### config.mk
export PLATFORM = sky130hd
export DESIGN_NAME = ipv4_header_builder
export DESIGN_NICKNAME = d
export VERILOG_FILES = /design/src/rtl/ipv4hb_pkg.sv /design/src/rtl/ipv4_header_builder.sv
export SDC_FILE = /design/constraint.sdc
export NUM_CORES = 1
export LEC_CHECK = 0
export BUFFER_PORTS_ARGS = -buffer_cell sky130_fd_sc_hd__buf_2
export CORE_ASPECT_RATIO = 0.7
export CORE_MARGIN = 8
export CORE_UTILIZATION = 30
export CTS_CLUSTER_SIZE = 25
export DETAILED_ROUTE_END_ITERATION = 8
export PLACE_DENSITY = 0.55
export RECOVER_POWER = 100
export SLEW_MARGIN = 20
export SYNTH_ARGS = -nofsm -noshare
export SYNTH_HDL_FRONTEND = slang
export SYNTH_SLANG_ARGS = --single-unit
### constraint.sdc
create_clock -name i_clk -period 8.2 [get_ports i_clk]
set_input_delay 0.41 -clock i_clk [delete_from_list [all_inputs] [get_ports i_clk]]
set_output_delay 0.41 -clock i_clk [all_outputs]
set_load 0.005 [all_outputs]
### src/rtl/ipv4hb_pkg.sv
// Shared constants and types for the IPv4 header builder.
`timescale 1ns / 1ps
`default_nettype none

package ipv4hb_pkg;

    // Fixed header fields.
    localparam logic [15:0] VER_IHL_TOS  = 16'h4500;
    localparam logic [15:0] DONT_FRAG    = 16'h4000;
    localparam logic [7:0]  TIME_TO_LIVE = 8'd64;
    localparam logic [15:0] HDR_BYTES    = 16'd20;
    localparam logic [15:0] ID_RESET     = 16'd1;

    // Result words per request.
    localparam int          HDR_WORDS    = 5;
    localparam int          CNT_W        = $clog2(HDR_WORDS + 1);

    // Width of the unfolded ones-complement sum (up to nine 16-bit terms).
    localparam int          SUM_W        = 20;

    // Configuration register indexes.
    localparam logic [1:0]  REG_OWN      = 2'd0;
    localparam logic [1:0]  REG_GATEWAY  = 2'd1;
    localparam logic [1:0]  REG_MASK     = 2'd2;

    // Send status codes.
    localparam logic        STATUS_OK      = 1'b0;
    localparam logic        STATUS_NO_ADDR = 1'b1;

    typedef logic [31:0] t_word;
    typedef logic [SUM_W-1:0] t_sum;

endpackage

`default_nettype wire

### src/rtl/ipv4_header_builder.sv
// IPv4 header builder: header words, checksum and next-hop selection.
// A request is registered in the request stage and then loaded into the output stage.
// Throughput: one word per cycle on the result side while i_m_tready is high; a
// request yields five words, or one word when it finds the own address unset; the
// five-word output shift register is refilled as its last word leaves.
// Reset (synchronous, active low) clears the configuration registers, sets the
// identification counter to one, and empties both stages; data registers are not reset.
`timescale 1ns / 1ps
`default_nettype none

module ipv4_header_builder
    import ipv4hb_pkg::*;
(
    input  wire logic        i_clk,
    input  wire logic        i_rst_n,
    // Request stream
    input  wire logic        i_s_tvalid,
    output      logic        o_s_tready,
    input  wire logic [55:0] i_s_tdata,  // dest_address, protocol_number, payload_length
    // Result stream
    output      logic        o_m_tvalid,
    input  wire logic        i_m_tready,
    output      logic [63:0] o_m_tdata,  // header_word, next_hop
    output      logic        o_m_tlast,  // last_word
    output      logic [0:0]  o_m_tuser,  // send_status
    // Configuration port
    input  wire logic        psel,
    input  wire logic        penable,
    input  wire logic        pwrite,
    input  wire logic [3:0]  paddr,
    input  wire logic [31:0] pwdata,
    output      logic [31:0] prdata,
    output      logic        pready
);

    // Configuration registers.
    t_word r_own;
    t_word r_gateway;
    t_word r_mask;

    // Request stage.
    logic        r_req_valid;
    t_word       r_req_dest;
    logic [7:0]  r_req_proto;
    logic [15:0] r_req_total;
    t_sum        r_req_part;
    t_word       r_req_hop;
    logic        r_req_err;

    // Result stage: shift register of header words.
    t_word           r_word [HDR_WORDS];
    t_word           r_hop;
    logic            r_err;
    logic [CNT_W-1:0] r_cnt;
    logic [15:0]     r_id;

    // Input field split.
    t_word       s_dest;
    logic [7:0]  s_proto;
    logic [15:0] s_plen;
    logic [15:0] s_total;
    t_sum        s_part;

    logic        s_acc;
    logic        m_acc;
    logic        load;
    logic        cfg_wr;

    t_sum        sum_all;
    logic [16:0] fold1;
    logic [16:0] fold2;
    logic [15:0] csum;

    assign s_dest  = i_s_tdata[31:0];
    assign s_proto = i_s_tdata[39:32];
    assign s_plen  = i_s_tdata[55:40];

    // Handshakes.
    assign m_acc      = o_m_tvalid && i_m_tready;
    assign load       = r_req_valid &&
                        ((r_cnt == '0) || ((r_cnt == CNT_W'(1)) && m_acc));
    assign o_s_tready = !r_req_valid || load;
    assign s_acc      = i_s_tvalid && o_s_tready;

    // APB writes and reads.
    assign pready = 1'b1;
    assign cfg_wr = psel && penable && pwrite && pready;

    always_comb begin
        unique case (paddr[3:2])
            REG_OWN:     prdata = r_own;
            REG_GATEWAY: prdata = r_gateway;
            REG_MASK:    prdata = r_mask;
            default:     prdata = '0;
        endcase
    end

    always_ff @(posedge i_clk) begin
        if (!i_rst_n) begin
            r_own     <= '0;
            r_gateway <= '0;
            r_mask    <= '0;
        end else if (cfg_wr) begin
            unique case (paddr[3:2])
                REG_OWN:     r_own     <= pwdata;
                REG_GATEWAY: r_gateway <= pwdata;
                REG_MASK:    r_mask    <= pwdata;
                default:     ;
            endcase
        end
    end

    // Total length wraps at 16 bits; the partial checksum covers every half
    // except the identification, which is added when the header is built.
    assign s_total = s_plen + HDR_BYTES;
    assign s_part  = SUM_W'(VER_IHL_TOS) + SUM_W'(s_total) + SUM_W'(DONT_FRAG)
                   + SUM_W'({TIME_TO_LIVE, s_proto})
                   + SUM_W'(r_own[31:16]) + SUM_W'(r_own[15:0])
                   + SUM_W'(s_dest[31:16]) + SUM_W'(s_dest[15:0]);

    // Request register.
    always_ff @(posedge i_clk) begin
        if (!i_rst_n) begin
            r_req_valid <= 1'b0;
        end else if (s_acc) begin
            r_req_valid <= 1'b1;
        end else if (load) begin
            r_req_valid <= 1'b0;
        end
    end

    always_ff @(posedge i_clk) begin
        if (s_acc) begin
            r_req_dest  <= s_dest;
            r_req_proto <= s_proto;
            r_req_total <= s_total;
            r_req_part  <= s_part;
            r_req_err   <= (r_own == '0);
            r_req_hop   <= ((s_dest & r_mask) == (r_own & r_mask)) ? s_dest : r_gateway;
        end
    end

    // Checksum: add identification, fold twice, invert.
    assign sum_all = r_req_part + SUM_W'(r_id);
    assign fold1   = 17'(sum_all[15:0]) + 17'(sum_all[SUM_W-1:16]);
    assign fold2   = 17'(fold1[15:0]) + 17'(fold1[16]);
    assign csum    = ~fold2[15:0];

    // Identification counter advances once per emitted header.
    always_ff @(posedge i_clk) begin
        if (!i_rst_n) begin
            r_id <= ID_RESET;
        end else if (load && !r_req_err) begin
            r_id <= r_id + 16'd1;
        end
    end

    // Word count of the result stage.
    always_ff @(posedge i_clk) begin
        if (!i_rst_n) begin
            r_cnt <= '0;
        end else if (load) begin
            r_cnt <= r_req_err ? CNT_W'(1) : CNT_W'(HDR_WORDS);
        end else if (m_acc) begin
            r_cnt <= r_cnt - CNT_W'(1);
        end
    end

    // Header words load in parallel and shift toward the output.
    always_ff @(posedge i_clk) begin
        if (load) begin
            r_err <= r_req_err;
            if (r_req_err) begin
                r_hop    <= '0;
                r_word[0] <= '0;
            end else begin
                r_hop     <= r_req_hop;
                r_word[0] <= {VER_IHL_TOS, r_req_total};
                r_word[1] <= {r_id, DONT_FRAG};
                r_word[2] <= {TIME_TO_LIVE, r_req_proto, csum};
                r_word[3] <= r_own;
                r_word[4] <= r_req_dest;
            end
        end else if (m_acc) begin
            for (int i = 0; i < HDR_WORDS - 1; i++) begin
                r_word[i] <= r_word[i+1];
            end
        end
    end

    // Result outputs.
    assign o_m_tvalid = (r_cnt != '0);
    assign o_m_tlast  = (r_cnt == CNT_W'(1));
    assign o_m_tdata  = {r_hop, r_word[0]};
    assign o_m_tuser  = r_err ? STATUS_NO_ADDR : STATUS_OK;

    // The word count never exceeds one header.
    a_cnt_range: assert property (@(posedge i_clk) disable iff (!i_rst_n)
        r_cnt <= CNT_W'(HDR_WORDS))
        else $error("word count out of range");

    // An error result is a single, final word.
    a_err_last: assert property (@(posedge i_clk) disable iff (!i_rst_n)
        (o_m_tvalid && (o_m_tuser == STATUS_NO_ADDR)) |-> o_m_tlast)
        else $error("error result is not the last word");

    // A good header loads five words.
    a_load_full: assert property (@(posedge i_clk) disable iff (!i_rst_n)
        (load && !r_req_err) |=> (r_cnt == CNT_W'(HDR_WORDS)))
        else $error("header load did not set five words");

    // Identification moves only when a good header is built.
    a_id_step: assert property (@(posedge i_clk) disable iff (!i_rst_n)
        (!load || r_req_err) |=> $stable(r_id))
        else $error("identification changed without a header");

endmodule

`default_nettype wire
==> results of run 1 <==
worst min-delay path by stage:
stage | startpoint | endpoint | slack (ps)
after CTS | i_s_tdata[38] | r_req_proto[6] | 40
after floorplan | r_req_dest[0] | r_word[1][0] | 400
after detailed placement | r_req_dest[13] | r_word[1][13] | 400
after global routing | i_s_tdata[38] | r_req_proto[6] | 90
final | i_s_tdata[38] | r_req_proto[6] | 100
after global placement | r_req_dest[20] | r_word[1][20] | 400
cells by family (layout without fill, tap and decap cells):
| logic type | Yosys count | count (layout) | share of synthesized area, % |
|---|---|---|---|
| multiplexers | 66 | 66 | 3.38 |
| AO/OA/AOI/OAI | 291 | 291 | 9.72 |
| buffers and inverters | 205 | 390 | 4.32 |
| adder cells (fa/ha/maj) | 109 | 109 | 8.67 |
| flip-flops | 417 | 417 | 54.7 |
| other | 1 | 1 | 0.0181 |
| XOR/XNOR | 102 | 102 | 4.43 |
| AND/OR/NAND/NOR | 678 | 678 | 14.7 |
synth_stat cells, types with 17 or more instances:
cell / n
sky130_fd_sc_hd__edfxtp_1: 301
sky130_fd_sc_hd__clkbuf_1: 66
sky130_fd_sc_hd__nand3_1: 24
sky130_fd_sc_hd__ha_1: 51
sky130_fd_sc_hd__nor2_1: 55
sky130_fd_sc_hd__fa_1: 58
sky130_fd_sc_hd__mux2_2: 32
sky130_fd_sc_hd__o21ai_0: 60
sky130_fd_sc_hd__dfxtp_1: 116
sky130_fd_sc_hd__a21oi_1: 33
sky130_fd_sc_hd__a21boi_0: 101
sky130_fd_sc_hd__xor2_1: 47
sky130_fd_sc_hd__nor2b_1: 40
sky130_fd_sc_hd__a21o_1: 17
sky130_fd_sc_hd__mux2i_1: 34
sky130_fd_sc_hd__xnor2_1: 53
sky130_fd_sc_hd__nand2_1: 421
sky130_fd_sc_hd__nor3_1: 19
sky130_fd_sc_hd__buf_4: 34
sky130_fd_sc_hd__inv_1: 95
sky130_fd_sc_hd__and2_1: 51
final cells by class:
cell class	instances	share of cell area, %
sequential	417	48.0
multi-input combinational	1247	36.1
clock buffer	64	5.19
tap	902	4.77
timing repair buffer	217	3.99
inverter	95	1.51
clock inverter	14	0.428
metal layers:
layer  GRT usage, %  vias up  share of wire (%)
met5              0        -               0.15
met3           4.94       97                 10
met4           2.65       14                1.5
met2           21.5      510                 41
met1           23.7     7139                 48
li1               -     6710                  -
power breakdown:
part           internal, mW  switching [mW]  total [mW]
clock                  1.07           0.827        1.90
combinational         0.679            1.47        2.15
sequential             3.08           0.192        3.28
registers in the layout, summed over array words and instances (netlist names), 3 cells and up:
signal and flops:
r_req_proto 8, r_gateway 32, r_word 160, r_own 32, r_req_total 16, r_hop 32
r_mask 32, r_req_dest 32, r_cnt 3, r_req_part 19, r_id 16, r_req_hop 32
==> impl_metrics.prom, run 1 <==
# TYPE chip_impl_metric gauge
chip_impl_metric{name="drv.max_cap_violation_count",unit=""} 12
chip_impl_info{name="clock_tree_from_tritoncts",value="done"} 1
chip_impl_info{name="timing.rr.start",value="r_id[0]"} 1
chip_impl_metric{name="vias",unit=""} 14500
chip_impl_metric{name="mappedNetlistNets",unit=""} 2077
chip_impl_metric{name="areaGrowthSynthToFinish",unit="%"} 14.0
chip_impl_metric{name="cts_hold_buf",unit=""} 0
chip_impl_info{name="crit_type",value="reg2reg"} 1
chip_impl_metric{name="max_slew.worst_pin.slew",unit="ps"} 4730
chip_impl_metric{name="timing.hold.worst_path_depth",unit=""} 1
chip_impl_metric{name="placeableCoreArea",unit="sq mm"} 0.0683
chip_impl_info{name="cp-endpoint",value="r_word[0][78]"} 1
chip_impl_metric{name="globalRouteOverflowTotal",unit=""} 0
chip_impl_info{name="worstSetupStartpointType",value="flip-flop"} 1
chip_impl_metric{name="period_minus_slack",unit="ps"} 7350
chip_impl_metric{name="antenna_cells",unit=""} 0
chip_impl_metric{name="total_leakage_power",unit="nW"} 8.90
chip_impl_info{name="ys_top_cells_by_area",value="sky130_fd_sc_hd__edfxtp_1 44%, sky130_fd_sc_hd__dfxtp_1 11%, sky130_fd_sc_hd__nand2_1 7.6%, sky130_fd_sc_hd__fa_1 5.6%, sky130_fd_sc_hd__a21boi_0 3.7%"} 1
chip_impl_metric{name="synthArstFlopShare",unit="%"} 0
chip_impl_metric{name="timing.max_slew.rel_slack",unit="%"} -215
chip_impl_metric{name="post-route-drc-count",unit=""} 0
chip_impl_metric{name="required",unit="ps"} 8460
chip_impl_metric{name="preCtsSetupSlack",unit="ps"} 851
chip_impl_metric{name="placedInstanceArea",unit="sq mm"} 0.0226
chip_impl_metric{name="sequential_element_share_of_the_synthesized_area",unit="%"} 54.7
chip_impl_metric{name="synth.avg_cell_area",unit="sq um"} 11.1
chip_impl_info{name="mostFrequentLayoutCells",value="421 x sky130_fd_sc_hd__nand2_1, 301 x sky130_fd_sc_hd__edfxtp_1, 152 x sky130_fd_sc_hd__clkbuf_1"} 1
chip_impl_metric{name="post-cts-setup-buffers",unit=""} 0
chip_impl_metric{name="layout.cells.non_filler",unit=""} 2956
chip_impl_metric{name="pwr_density_cell",unit="mW/mm^2"} 309
chip_impl_info{name="worst_path_max_delay_cell",value="sky130_fd_sc_hd__a2111oi_0"} 1
chip_impl_metric{name="grt_max_degree",unit=""} 117
chip_impl_metric{name="place.detailed.hpwl",unit="um"} 46600
chip_impl_metric{name="synth.distinct_cells",unit=""} 64
chip_impl_metric{name="fillers",unit=""} 6885
chip_impl_metric{name="synth_cells",unit=""} 1869
chip_impl_metric{name="drive_gt1_share",unit="%"} 9.01
chip_impl_metric{name="route.detailed.wl_per_inst",unit="um"} 21.5
chip_impl_metric{name="drt_pre_antenna_iters",unit=""} 5
chip_impl_metric{name="layout.cell_area.non_filler",unit="sq mm"} 0.0237
chip_impl_metric{name="timing.final.hold_violations",unit=""} 0
chip_impl_metric{name="design.die.area",unit="sq mm"} 0.0780
chip_impl_metric{name="multi_input_area",unit="sq mm"} 0.00853
chip_impl_metric{name="bufs_and_invs_on_worst_path",unit=""} 1
chip_impl_metric{name="synthesis.yosys.warnings",unit=""} 0
chip_impl_info{name="layout_commonest_cell",value="sky130_fd_sc_hd__nand2_1"} 1
chip_impl_metric{name="critical_path.max_fanout",unit=""} 6
chip_impl_metric{name="fin_skew",unit="ps"} 25.2
chip_impl_metric{name="final-max-slew-violation-count",unit=""} 625
chip_impl_metric{name="per_cell_via_count_in_the_routed_design",unit=""} 4.90
chip_impl_metric{name="finalSetupViolations",unit=""} 0
chip_impl_metric{name="final_core_util",unit="%"} 34.6
chip_impl_metric{name="dieHeight",unit="um"} 236
chip_impl_metric{name="clk_pin_slew",unit="ps"} 70
chip_impl_metric{name="grt_usage",unit="%"} 15.6
chip_impl_metric{name="floorplan.rows",unit=""} 80
chip_impl_info{name="rsz0062_at_grt",value="false"} 1
chip_impl_info{name="crit_start",value="r_id[0]"} 1
chip_impl_metric{name="worst_hold_slack",unit="ps"} 101
chip_impl_metric{name="cts_resized",unit=""} 0
chip_impl_info{name="synth_flop_cell",value="sky130_fd_sc_hd__edfxtp_1"} 1
chip_impl_metric{name="nets",unit=""} 2228
chip_impl_metric{name="synth_top_area_share",unit="%"} 43.5
chip_impl_metric{name="routed_wl",unit="um"} 63500
chip_impl_metric{name="ctsLongestPathBuffers",unit=""} 3
chip_impl_metric{name="initialDrtViolationCount",unit=""} 1365
chip_impl_metric{name="timing.setup.tns",unit="ps"} 0
chip_impl_metric{name="cts_max_level",unit=""} 2
chip_impl_metric{name="cts_inserted_buffers",unit=""} 42
chip_impl_metric{name="boundaryPins",unit=""} 200
chip_impl_info{name="path_delay_family",value="compound AO/OA/AOI/OAI gates"} 1
chip_impl_metric{name="achievable-frequency",unit="GHz"} 0.136
chip_impl_metric{name="r2r_slack",unit="ps"} 850
chip_impl_metric{name="seqCellArea",unit="sq mm"} 0.0114
chip_impl_metric{name="worst_skew_late_latency",unit="ps"} 560
chip_impl_info{name="regToRegEndpoint",value="r_word[0][78]"} 1
chip_impl_metric{name="synth-edff-count",unit=""} 301
chip_impl_metric{name="cts.sinks",unit=""} 417
chip_impl_metric{name="initial_utilization",unit="%"} 30.4
chip_impl_metric{name="place.gp.congestion",unit=""} 0.869
chip_impl_info{name="clock-root-buffer",value="sky130_fd_sc_hd__clkbuf_16"} 1
chip_impl_metric{name="die_w",unit="um"} 330
chip_impl_metric{name="placement.io_buffers",unit=""} 196
chip_impl_metric{name="summed_instance_area_of_the_synthesized_netlist",unit="sq mm"} 0.0208
chip_impl_info{name="failed_checks",value="capacitance limit, slew limit"} 1
chip_impl_info{name="critPathCaptureType",value="flip-flop"} 1
chip_impl_metric{name="totalPowerFinal",unit="mW"} 7.32
chip_impl_metric{name="post-route-worst-setup-slack",unit="ps"} 846
chip_impl_metric{name="max_stage_delay",unit="ps"} 500
chip_impl_metric{name="dp_cells",unit=""} 2878
chip_impl_metric{name="ys_ff_latch",unit=""} 417
chip_impl_metric{name="antenna_violations_before_repair",unit=""} 12
chip_impl_info{name="run_status",value="finished, violations left"} 1
chip_impl_metric{name="grt_first_pass_wirelength",unit="um"} 92400
chip_impl_metric{name="first_global_vias",unit=""} 13800
chip_impl_metric{name="depth_of_the_most_critical_reg_to_reg_path",unit=""} 29
chip_impl_metric{name="layout_worst_path_cycle_share",unit="%"} 89.7
chip_impl_metric{name="max-vdd-ir-drop",unit="V"} 0.000267
chip_impl_info{name="cell_type_with_the_largest_total_area_after_synthesis",value="sky130_fd_sc_hd__edfxtp_1"} 1
chip_impl_metric{name="worstPathArrival",unit="ps"} 7620
chip_impl_metric{name="ant_nets",unit=""} 0
chip_impl_info{name="holdCritPathClass",value="in2reg"} 1
chip_impl_metric{name="cp_num_cells",unit=""} 29
(Power assumes the default switching activity.)
==> run 2: changes to the inputs <==
clock period = 7.8 ns   (was 8.2 ns; I/O delays follow)
==> impl_metrics.prom, run 2 (same netlist as run 1, synthesis figures left out) <==
# TYPE chip_impl_metric gauge
chip_impl_metric{name="fin_skew",unit="ps"} 22.5
chip_impl_metric{name="cts_max_level",unit=""} 2
chip_impl_metric{name="first_global_vias",unit=""} 13800
chip_impl_metric{name="post-route-drc-count",unit=""} 0
chip_impl_metric{name="cts.sinks",unit=""} 417
chip_impl_metric{name="depth_of_the_most_critical_reg_to_reg_path",unit=""} 29
chip_impl_metric{name="place.gp.congestion",unit=""} 0.879
chip_impl_metric{name="routed_wl",unit="um"} 63600
chip_impl_metric{name="cts_inserted_buffers",unit=""} 42
chip_impl_info{name="worst_path_max_delay_cell",value="sky130_fd_sc_hd__a2111oi_0"} 1
chip_impl_metric{name="floorplan.rows",unit=""} 80
chip_impl_metric{name="dieHeight",unit="um"} 236
chip_impl_metric{name="timing.hold.worst_path_depth",unit=""} 1
chip_impl_metric{name="final-max-slew-violation-count",unit=""} 628
chip_impl_info{name="worstSetupStartpointType",value="flip-flop"} 1
chip_impl_metric{name="initial_utilization",unit="%"} 30.4
chip_impl_metric{name="max_stage_delay",unit="ps"} 530
chip_impl_metric{name="ctsLongestPathBuffers",unit=""} 3
chip_impl_metric{name="timing.setup.tns",unit="ps"} 0
chip_impl_metric{name="drive_gt1_share",unit="%"} 9.44
chip_impl_metric{name="post-route-worst-setup-slack",unit="ps"} 601
chip_impl_metric{name="worstPathArrival",unit="ps"} 7470
chip_impl_metric{name="largest_register_ffs",unit=""} 160
chip_impl_metric{name="drt_pre_antenna_iters",unit=""} 5
chip_impl_info{name="cp_common_cell",value="sky130_fd_sc_hd__ha_1"} 1
chip_impl_metric{name="finalSetupViolations",unit=""} 0
chip_impl_metric{name="design.die.area",unit="sq mm"} 0.0780
chip_impl_metric{name="vias",unit=""} 14500
chip_impl_info{name="layout_commonest_cell",value="sky130_fd_sc_hd__nand2_1"} 1
chip_impl_info{name="run_status",value="finished, violations left"} 1
chip_impl_metric{name="pwr_density_cell",unit="mW/mm^2"} 333
chip_impl_metric{name="total_leakage_power",unit="nW"} 8.99
chip_impl_metric{name="achievable-frequency",unit="GHz"} 0.139
chip_impl_metric{name="totalPowerFinal",unit="mW"} 7.95
chip_impl_metric{name="place.detailed.hpwl",unit="um"} 46800
chip_impl_metric{name="areaGrowthSynthToFinish",unit="%"} 14.9
chip_impl_info{name="clock-root-buffer",value="sky130_fd_sc_hd__clkbuf_16"} 1
chip_impl_info{name="failed_checks",value="capacitance limit, slew limit"} 1
chip_impl_metric{name="cts_hold_buf",unit=""} 0
chip_impl_metric{name="timing.final.hold_violations",unit=""} 0
chip_impl_metric{name="period_minus_slack",unit="ps"} 7200
chip_impl_metric{name="placement.io_buffers",unit=""} 196
chip_impl_metric{name="nets",unit=""} 2228
chip_impl_metric{name="globalRouteOverflowTotal",unit=""} 0
chip_impl_metric{name="post-cts-setup-buffers",unit=""} 0
chip_impl_metric{name="layout.cells.non_filler",unit=""} 2957
chip_impl_metric{name="initialDrtViolationCount",unit=""} 1494
chip_impl_info{name="critPathCaptureType",value="flip-flop"} 1
chip_impl_info{name="rsz0062_at_grt",value="false"} 1
chip_impl_metric{name="fillers",unit=""} 6858
chip_impl_metric{name="worst_skew_late_latency",unit="ps"} 560
chip_impl_metric{name="die_w",unit="um"} 330
chip_impl_metric{name="boundaryPins",unit=""} 200
chip_impl_metric{name="clk_pin_slew",unit="ps"} 60
chip_impl_metric{name="placeableCoreArea",unit="sq mm"} 0.0683
chip_impl_info{name="top_register",value="r_word"} 1
chip_impl_metric{name="required",unit="ps"} 8070
chip_impl_metric{name="drv.max_cap_violation_count",unit=""} 11
chip_impl_metric{name="critical_path.max_fanout",unit=""} 6
chip_impl_info{name="holdCritPathClass",value="in2reg"} 1
chip_impl_metric{name="per_cell_via_count_in_the_routed_design",unit=""} 4.89
chip_impl_metric{name="ant_nets",unit=""} 0
chip_impl_metric{name="preCtsSetupSlack",unit="ps"} 427
chip_impl_metric{name="dp_cells",unit=""} 2878
chip_impl_metric{name="grt_first_pass_wirelength",unit="um"} 92800
chip_impl_info{name="mostFrequentLayoutCells",value="421 x sky130_fd_sc_hd__nand2_1, 301 x sky130_fd_sc_hd__edfxtp_1, 144 x sky130_fd_sc_hd__clkbuf_1"} 1
chip_impl_info{name="crit_type",value="reg2reg"} 1
chip_impl_metric{name="max_slew.worst_pin.slew",unit="ps"} 5050
chip_impl_info{name="clock_tree_from_tritoncts",value="done"} 1
chip_impl_metric{name="route.detailed.wl_per_inst",unit="um"} 21.5
chip_impl_metric{name="timing.max_slew.rel_slack",unit="%"} -236
chip_impl_metric{name="grt_max_degree",unit=""} 117
chip_impl_metric{name="antenna_violations_before_repair",unit=""} 16
chip_impl_metric{name="layout_worst_path_cycle_share",unit="%"} 92.3
chip_impl_metric{name="max-vdd-ir-drop",unit="V"} 0.000183
chip_impl_metric{name="grt_usage",unit="%"} 15.6
run 2: cell count changes in the layout (fill, tap and decap cells not counted), sizes merged:
cell / delta
buf: -1
bufinv: +8
clkbuf: -8
clkinvlp: -1
diode: +1
inv: +2
run 2: metrics by stage:
stage | utilization [%] | area [sq um] | hold WS [ps]
final | 34.9 | 23900 | 91.8
after global routing | 34.9 | 23900 | 77.1
after CTS | 35.3 | 24100 | 23.2
after detailed placement | 33.0 | 22600 | 405
after global placement | 33.0 | 22600 | 402
after floorplan | - | 20800 | 400
run 2: path summary, 6_finish.rpt:
check | startpoint | to | slack, ps
worst max-delay path | r_id[0] | r_word[0][78] | 600
worst min-delay path | i_s_tdata[38] | r_req_proto[6] | 90
worst max register to register | r_id[0] | r_word[0][78] | 600
worst min register to register | r_req_dest[13] | r_word[1][13] | 420
run 2: cell type report:
class / instances / area (sq um) / area share (%)
well taps: 902 / 1130 / 4.73
inverters: 95 / 357 / 1.49
clock inverters: 23 / 368 / 1.54
repair buffers: 217 / 940 / 3.94
diodes: 1 / 2.50 / 0.0105
multi-input cells: 1247 / 8550 / 35.8
flip-flops and latches: 417 / 11400 / 47.6
clock buffers: 55 / 1150 / 4.82
run 2: worst max-delay path, delay by kind of cell, from the launching register on:
| kind | cells | cell delay, ps |
|---|---|---|
| simple gates | 10 | 2320 |
| compound gates | 11 | 2430 |
| fa+ha+maj | 5 | 1360 |
| buf+inv | 1 | 60 |
| flops | 1 | 440 |
| xor+xnor | 2 | 320 |
run 2: timing repair:
action	in CTS	in global routing
endpoints found under the setup margin	0	2
resized for setup	0	2
hold endpoints to repair	0	0
run 2: layer usage:
metal	global-route usage (%)	part of all wire [%]
met1	24.5	49
met2	22.2	41
met3	3.28	8.5
met4	2.18	1.1
met5	0	0.16
run 2: report_power, final:
group	switching [mW]	internal, mW
Clock	0.898	1.35
Sequential	0.200	3.23
Combinational	1.55	0.728
==> run 3: changes to the inputs <==
GPL_TIMING_DRIVEN = 0   (was unset)
==> impl_metrics.prom, run 3 (same netlist as run 1, synthesis figures left out) <==
# TYPE chip_impl_metric gauge
chip_impl_metric{name="required",unit="ps"} 8040
chip_impl_info{name="mostFrequentLayoutCells",value="421 x sky130_fd_sc_hd__nand2_1, 301 x sky130_fd_sc_hd__edfxtp_1, 199 x sky130_fd_sc_hd__clkbuf_1"} 1
chip_impl_metric{name="worstPathArrival",unit="ps"} 7670
chip_impl_metric{name="first_global_vias",unit=""} 14500
chip_impl_metric{name="placeableCoreArea",unit="sq mm"} 0.0683
chip_impl_metric{name="drt_pre_antenna_iters",unit=""} 5
chip_impl_info{name="run_status",value="finished, violations left"} 1
chip_impl_metric{name="ant_nets",unit=""} 0
chip_impl_metric{name="layout_worst_path_cycle_share",unit="%"} 95.3
chip_impl_metric{name="largest_register_ffs",unit=""} 160
chip_impl_metric{name="timing.final.hold_violations",unit=""} 0
chip_impl_metric{name="critical_path.max_fanout",unit=""} 6
chip_impl_metric{name="max_slew.worst_pin.slew",unit="ps"} 2520
chip_impl_metric{name="max-vdd-ir-drop",unit="V"} 0.000243
chip_impl_metric{name="boundaryPins",unit=""} 200
chip_impl_metric{name="bufs_and_invs_on_worst_path",unit=""} 1
chip_impl_metric{name="cts_inserted_buffers",unit=""} 42
chip_impl_info{name="worstSetupStartpointType",value="flip-flop"} 1
chip_impl_info{name="worst_path_max_delay_cell",value="sky130_fd_sc_hd__dfxtp_1"} 1
chip_impl_info{name="clock-root-buffer",value="sky130_fd_sc_hd__clkbuf_16"} 1
chip_impl_metric{name="routed_wl",unit="um"} 69200
chip_impl_metric{name="place.gp.congestion",unit=""} 0.906
chip_impl_metric{name="total_leakage_power",unit="nW"} 9.14
chip_impl_info{name="top_register",value="r_word"} 1
chip_impl_info{name="cp_common_cell",value="sky130_fd_sc_hd__ha_1"} 1
chip_impl_metric{name="ctsLongestPathBuffers",unit=""} 3
chip_impl_metric{name="drive_gt1_share",unit="%"} 10.3
chip_impl_metric{name="route.detailed.wl_per_inst",unit="um"} 22.7
chip_impl_metric{name="grt_usage",unit="%"} 17.1
chip_impl_metric{name="areaGrowthSynthToFinish",unit="%"} 16.3
chip_impl_metric{name="cts.sinks",unit=""} 417
chip_impl_metric{name="placement.io_buffers",unit=""} 194
chip_impl_metric{name="design.die.area",unit="sq mm"} 0.0780
chip_impl_metric{name="preCtsSetupSlack",unit="ps"} -144
chip_impl_metric{name="layout.cell_area.non_filler",unit="sq mm"} 0.0241
chip_impl_info{name="path_delay_family",value="simple AND/OR/NAND/NOR gates"} 1
chip_impl_metric{name="dieHeight",unit="um"} 236
chip_impl_metric{name="globalRouteOverflowTotal",unit=""} 0
chip_impl_metric{name="nets",unit=""} 2321
chip_impl_metric{name="cts_max_level",unit=""} 2
chip_impl_metric{name="timing.setup.tns",unit="ps"} 0
chip_impl_metric{name="timing.max_slew.rel_slack",unit="%"} -68.1
chip_impl_metric{name="antenna_violations_before_repair",unit=""} 10
chip_impl_metric{name="fin_skew",unit="ps"} 19.1
chip_impl_info{name="holdCritPathClass",value="in2reg"} 1
chip_impl_metric{name="initial_utilization",unit="%"} 30.4
chip_impl_metric{name="layout.cells.non_filler",unit=""} 3050
chip_impl_metric{name="drv.max_cap_violation_count",unit=""} 7
chip_impl_metric{name="grt_max_degree",unit=""} 53
chip_impl_metric{name="floorplan.rows",unit=""} 80
chip_impl_info{name="rsz0062_at_grt",value="false"} 1
chip_impl_metric{name="post-route-drc-count",unit=""} 0
chip_impl_info{name="layout_commonest_cell",value="sky130_fd_sc_hd__nand2_1"} 1
chip_impl_metric{name="dp_cells",unit=""} 2971
chip_impl_info{name="failed_checks",value="capacitance limit, slew limit"} 1
chip_impl_metric{name="die_w",unit="um"} 330
chip_impl_info{name="clock_tree_from_tritoncts",value="done"} 1
chip_impl_metric{name="final-max-slew-violation-count",unit=""} 193
chip_impl_metric{name="finalSetupViolations",unit=""} 0
chip_impl_metric{name="initialDrtViolationCount",unit=""} 1519
chip_impl_metric{name="placedInstanceArea",unit="sq mm"} 0.0230
chip_impl_metric{name="period_minus_slack",unit="ps"} 7430
chip_impl_metric{name="per_cell_via_count_in_the_routed_design",unit=""} 4.93
chip_impl_metric{name="grt_first_pass_wirelength",unit="um"} 99100
chip_impl_metric{name="cts_hold_buf",unit=""} 0
chip_impl_metric{name="post-cts-setup-buffers",unit=""} 0
chip_impl_info{name="critPathCaptureType",value="flip-flop"} 1
chip_impl_metric{name="achievable-frequency",unit="GHz"} 0.135
chip_impl_metric{name="vias",unit=""} 15000
chip_impl_metric{name="pwr_density_cell",unit="mW/mm^2"} 331
chip_impl_metric{name="worst_hold_slack",unit="ps"} 46.4
chip_impl_metric{name="max_stage_delay",unit="ps"} 480
chip_impl_metric{name="post-route-worst-setup-slack",unit="ps"} 370
chip_impl_metric{name="clk_pin_slew",unit="ps"} 60
chip_impl_metric{name="worst_skew_late_latency",unit="ps"} 560
chip_impl_metric{name="place.detailed.hpwl",unit="um"} 55000
chip_impl_info{name="crit_type",value="reg2reg"} 1
[run 3: cell types whose count changed in the layout (fill, tap and decap cells not counted), sizes merged]
| cell | delta |
|---|---|
| clkbuf | +76 |
| diode | +1 |
| clkinvlp | +1 |
| inv | -1 |
| bufinv | -4 |
| clkinv | -1 |
| buf | +21 |
[run 3: report_power, final]
group	internal (mW)	switching, mW
Combinational	0.809	1.66
Sequential	3.22	0.221
Clock	1.20	0.885
Total	5.23	2.76
[run 3: per-stage QoR]
step / util [%] / power [mW]
floorplan: - / 4.94
global placement: 33.5 / 5.99
detailed placement: 33.7 / 6.03
CTS: 35.8 / 8.13
global route: 35.4 / 8.39
finish: 35.4 / 7.99
[run 3: routing by layer]
metal | wire length [um] | GRT usage (%) | part of all wire [%] | vias to the layer above
met5 | 66 | 0 | 0.095 | -
met4 | 884 | 2.31 | 1.3 | 10
met3 | 7720 | 6.05 | 11 | 74
met2 | 26800 | 22.5 | 39 | 632
met1 | 33800 | 26.7 | 49 | 7430
li1 | - | - | - | 6895
[run 3: path summary, 6_finish.rpt]
kind | from | end | slack, ps | cells after the start
worst max-delay path | r_id[0] | r_word[0][78] | 370 | 29
worst min-delay path | i_s_tdata[41] | r_req_total[1] | 50 | 1
worst max register to register | r_id[0] | r_word[0][78] | 370 | 29
worst min register to register | r_req_dest[16] | r_word[1][16] | 410 | 0
[run 3: timing repair]
| action | 4_1_cts | 5_1_grt |
|---|---|---|
| setup endpoints to repair | 1 | 5 |
| pin swaps | 0 | 0 |
| gates resized for setup | 1 | 6 |
[run 3: layout make-up]
type,count,area [sq um]
diodes,2,5.00
plain buffers,110,537
clock buffers,59,1150
clock inverters,18,233
fillers,6869,44100
inverters,95,357
multi-input cells,1247,8520
flip-flops and latches,417,11400
well taps,902,1130
repair buffers,200,858
[run 3: worst register-to-register path: cells and delay by family (launching register included)]
family	cells	cell delay, ps
DFF	1	480
xor gates and xnor gates	2	320
AOI/OAI and AO/OA	11	2390
and+or+nand+nor	10	2440
buffers and inverters	1	70
adders and majority gates	5	1440
